==> src/rtl/sgf_ram.sv <==
// ---------------------------------------------------------------------------
// sgf_ram
// Generic single-port-write, single-port-read RAM with registered read.
// ---------------------------------------------------------------------------
module sgf_ram #(
	parameter int WIDTH = 16,
	parameter int DEPTH = 32
) (
	input  logic                     clk,
	input  logic                     we,
	input  logic [$clog2(DEPTH)-1:0] waddr,
	input  logic [WIDTH-1:0]         wdata,
	input  logic [$clog2(DEPTH)-1:0] raddr,
	output logic [WIDTH-1:0]         rdata
);

	logic [WIDTH-1:0] mem [DEPTH];

	// write port and registered read
	always_ff @(posedge clk) begin
		if (we) begin
			mem[waddr] <= wdata;
		end
		rdata <= mem[raddr];
	end

endmodule

==> config.mk <==
export PLATFORM = sky130hd
export DESIGN_NAME = sgf_ram
export DESIGN_NICKNAME = d
export VERILOG_FILES = /design/src/rtl/sgf_ram.sv
export SDC_FILE = /design/constraint.sdc
export NUM_CORES = 1
export LEC_CHECK = 0
export ABC_CLOCK_PERIOD_IN_PS = 2500
export CAP_MARGIN = 20
export CORE_ASPECT_RATIO = 1.2
export CORE_MARGIN = 2
export CORE_UTILIZATION = 50
export CTS_CLUSTER_SIZE = 12
export DETAILED_ROUTE_END_ITERATION = 16
export DONT_BUFFER_PORTS = 1
export HOLD_SLACK_MARGIN = 0.02
export SLEW_MARGIN = 20
export SYNTH_ARGS = -nofsm -noshare
export SYNTH_HDL_FRONTEND = slang
export SYNTH_SLANG_ARGS = --single-unit
==> constraint.sdc <==
create_clock -name clk -period 2.5 [get_ports clk]
set_input_delay 0.25 -clock clk [delete_from_list [all_inputs] [get_ports clk]]
set_output_delay 0.25 -clock clk [all_outputs]
set_load 0.03 [all_outputs]
# Word level (Yosys, flattened, before mapping)

Memories as Yosys holds them, arrays and structs flattened. A register that Yosys moved wholly into a read port is not among the register bits.
Cells that the tools add are included.

Flip-flop bits (word level): 0
Memories: 1
Logic and storage cells: 3
Output and inout bits: 16
Input port bits: 28
RAM bits: 512

Memory list:

| memory | depth | width | rd ports | clocked after Yosys merged registers in | write ports | RTL line | RTL |
|---|---|---|---|---|---|---|---|
| mem    | 32    | 16    | 1        | 1                                       | 1           | 17       | `logic [WIDTH-1:0] mem [DEPTH];` |

Mux-type cells: 2

Operators with widths:

| cell             | count |
|---|---|
| 1-bit 2-to-1 mux | 2 |

# Logic depth before layout (Yosys ltp)

Depth after elaboration: 2
Mapped depth: 8
Mapped depth without buffers: 5

# Worst setup path after synthesis

Ideal clock, no wire load.

Path type: input to register
From: input waddr[1]
To: memory mem[12][0] (enable)
Required time: 2.112 ns
Stages: 3
Path buffers: 1
Data arrival time: 1.602 ns
Library setup time: 0.388 ns
Slack: 0.510 ns
Cells stage by stage: or3b_2 clkbuf_1 nor2_1

RTL lines:

| what        | RTL line | RTL |
|---|---|---|
| from (decl) | 11       | `input logic [$clog2(DEPTH)-1:0] waddr,` |
| to (decl)   | 17       |  |

Straight into the memory's write port.

==> flow_summary.json <==
{
  "floorplan.die.height_um": 226.0,
  "crit_required_ns": 3.00,
  "final-hold-violation-count": 0,
  "cts_htree_levels": 2,
  "globalRoute.totalOverflow": 0,
  "leakage_uw": 0.008013,
  "drt-total-wl_um": 47200,
  "critical_path.max_fanout": 16,
  "worstSetupEndpointType": "register",
  "grt_use_total": 0.2235,
  "place.gp.congestion": 0.7904,
  "cts_tree": "done",
  "critical_path_arrival_ns": 2.23,
  "synth_adder_area_share": 0,
  "antenna_found_initial": 2,
  "synthXorXnorAreaFrac": 0,
  "max_rail_drop_vdd_v": 0.0004751,
  "grt_setup_unrepaired": "no",
  "grt_pass1_wl_um": 69060,
  "fin_worst_skew_ns": 0.01230,
  "clk_latency_ns": 0.57,
  "series_of_cell_instances_along_the_critical_path": "dlygate4sd3_1 > nand4_1 > dlygate4sd3_1 > nand3_1",
  "synth.mux.area_fraction": 0.1248,
  "final_layout_size_suffix_gt1_frac": 0.1132,
  "finalWorstSetupSlack_ns": 0.7710,
  "critPathTopFamily": "buffers and inverters",
  "die_width_um": 189.0,
  "hold_ws_ns": 0.1630,
  "dr_total_vias": 10494,
  "design.core.area_um2": 40640,
  "timing.rr.end": "rdata[12]",
  "setup.worst_path.class": "primary input to register",
  "clk_transition_reported_paths_ns": 0.06,
  "row_count": 81,
  "critical-path-slowest-cell": "dlygate4sd3_1",
  "drt_iter0_markers": 777,
  "post-synth-top-area-fraction": 0.7487,
  "vias_in_the_first_global_route": 10307,
  "yosys-top-cells-area": "edfxtp_1 (75%), mux2i_1 (12%), a22oi_1 (2.3%)",
  "synth-simple-area-share": 0.03491,
  "synth_async_sr_flop_share": 0,
  "post_synth_edffs": 512,
  "setup.worst_path.start_class": "primary input",
  "whs_endpoint": "rdata[13]",
  "final-max-slew-violation-count": 0,
  "worstHoldPathCells": 4,
  "port-buffer-count": 0,
  "main_combinational_cell_family_by_area_after_synthesis": "multiplexers",
  "compound_gate_fraction_of_synth_area": 0.04972,
  "critical-path-top-cell-by-count": "dlygate4sd3_1",
  "worst_path_largest_cell_delay_ns": 1.11,
  "grt_max_degree": 257,
  "pwr_density_cell_nw_per_um2": 770.8,
  "period_minus_slack_ns": 1.729,
  "ys_ff_latch": 528,
  "tritoncts_num_sinks": 528,
  "number_of_clock_buffers_inserted_by_tritoncts": 52,
  "total_negative_setup_slacks_ns": 0,
  "worst-r2r-cell-count": 5,
  "design.die.area_um2": 42720,
  "syn_area_um2": 20540,
  "hold_path_startpoint": "raddr[0]",
  "cap_viol_max_count": 0,
  "routed_via_density": 5.876,
  "status": "complete, no violations",
  "achievable-frequency_mhz": 578.4,
  "synth.yosys.seq_area_share": 0.7643,
  "rrSetupSlack_ns": 0.83,
  "nets": 1244,
  "routedWlPerCell_um": 26.43,
  "syn-instance-count": 1143,
  "initial_core_util": 0.5053,
  "power_uw": 17800,
  "final_antenna_net_count": 0,
  "drtPass1Iterations": 5,
  "ctsLongestPathBuffers": 3,
  "cts-root-buf": "clkbuf_16",
  "syn_nets": 1171,
  "route.detailed.drc": 0,
  "netlist-cell-type-count": 26,
  "synth.avg_cell_area_um2": 17.97,
  "hold_class": "primary input to register",
  "place_hpwl_um": 27730,
  "path_buf_inv": 2,
  "synthToLayoutAreaGrowth_pct": 12.47,
  "post-place-ws_ns": 0.4432,
  "ys_dominant_reg_cell": "edfxtp_1",
  "tightestPinTransition_ns": 0.9299,
  "post_cts_resize_count": 0,
  "final-setup-viol-count": 0,
  "slew_headroom": 0.3780,
  "ioPinCount": 44,
  "synth_top_area_cell": "edfxtp_1",
  "final.period_utilization": 0.6916,
  "timing.rr.start": "mem[31][12]",
  "yosysWarningCount": 0
}
[through the flow]
step                std cells  instance area [um^2]    util
floorplan                1143                 20540       -
global placement         1667                 21120  0.5198
detailed placement       1667                 21120  0.5198
CTS                      1785                 23100  0.5684
global route             1786                 23100  0.5683
finish                   1786                 23100  0.5683
[routing by layer]
| layer | GRT usage | routed length [um] | up-vias | part of all wire |
|---|---|---|---|---|
| met5 | 0 | 14 | - | 0.00030 |
| met4 | 0.05746 | 924 | 2 | 0.020 |
| met3 | 0.04009 | 2864 | 64 | 0.061 |
| met2 | 0.3799 | 23950 | 308 | 0.51 |
| met1 | 0.2988 | 19450 | 5422 | 0.41 |
| li1 | - | - | 4698 | - |
[power breakdown]
part | internal, uW | leakage, uW | switching [uW]
clock network | 3990 | 0.000712 | 3020
logic | 330 | 0.00255 | 495
registers | 9840 | 0.00475 | 130
total | 14200 | 0.00801 | 3640
[what timing repair did]
action,CTS,global route
setup buffers,0,0
hold endpoints to repair,528,0
hold buffers,34,0
endpoints found under the setup margin,0,0
[worst max path at each step]
stage	slack (ns)	cells after the start	to	startpoint
2_1_floorplan	0.51	3	mem[12][0]	waddr[1]
3_3_place_gp	0.49	6	rdata[14]	raddr[1]
3_5_place_dp	0.44	6	rdata[14]	raddr[1]
4_1_cts	0.80	4	rdata[12]	raddr[3]
5_1_grt	0.72	4	rdata[12]	raddr[3]
6_report	0.77	4	rdata[12]	raddr[3]
[layout by cell type (no fill, tap or decap), drive strengths merged]
cell | netlist | final
edfxtp | 512 | 512
mux2i | 256 | 256
clkbuf | 12 | 76
buf | 55 | 68
a22oi | 64 | 64
nand3 | 34 | 34
nor2 | 34 | 34
nand2 | 33 | 33
a21oi | 32 | 32
a22o | 32 | 32
dlygate4sd3 | 0 | 18
nor3 | 16 | 16
a31oi | 16 | 16
nand4 | 16 | 16
dfxtp | 16 | 16
clkinv | 0 | 6
nand3b | 5 | 5
or3b | 3 | 3
nor2b | 2 | 2
nand2b | 2 | 2
diode | 0 | 1
and2 | 1 | 1
or2 | 1 | 1
or3 | 1 | 1
bufinv | 0 | 1
clkinvlp | 0 | 1
[worst register-to-register path: cells and delay by family, from the launching register on]
family	cells	cell delay, ns
AOI/OAI and AO/OA	1	0.14
muxes	1	0.30
and+or+nand+nor	2	0.18
buffers and inverters	1	0.57
DFF	1	0.35
[cell type report]
class | instances | area [um^2]
clock inverter | 8 | 61.31
clock buffer | 76 | 1423
multi-input combinational | 548 | 4339
timing repair buffer | 86 | 900.9
sequential | 528 | 15700
antenna | 1 | 2.502
fill | 3088 | 17540
tap | 539 | 674.4
[registers in the layout, indices dropped and copies added (netlist names)]
name / cells
mem: 512
rdata: 16
[cell usage after synthesis, drive strengths merged (5+ instances only)]
cell / number
edfxtp: 512
mux2i: 256
a22oi: 64
buf: 55
nand3: 34
nor2: 34
nand2: 33
a21oi: 32
a22o: 32
a31oi: 16
dfxtp: 16
nand4: 16
nor3: 16
clkbuf: 12
nand3b: 5
[kinds of logic after synthesis]
kind of cell           count (synthesis)
AO/OA/AOI/OAI                        144
buffers and inverters                 67
flip-flops                           528
multiplexers                         256
AND/OR/NAND/NOR                      148
(Power assumes the default switching activity.)
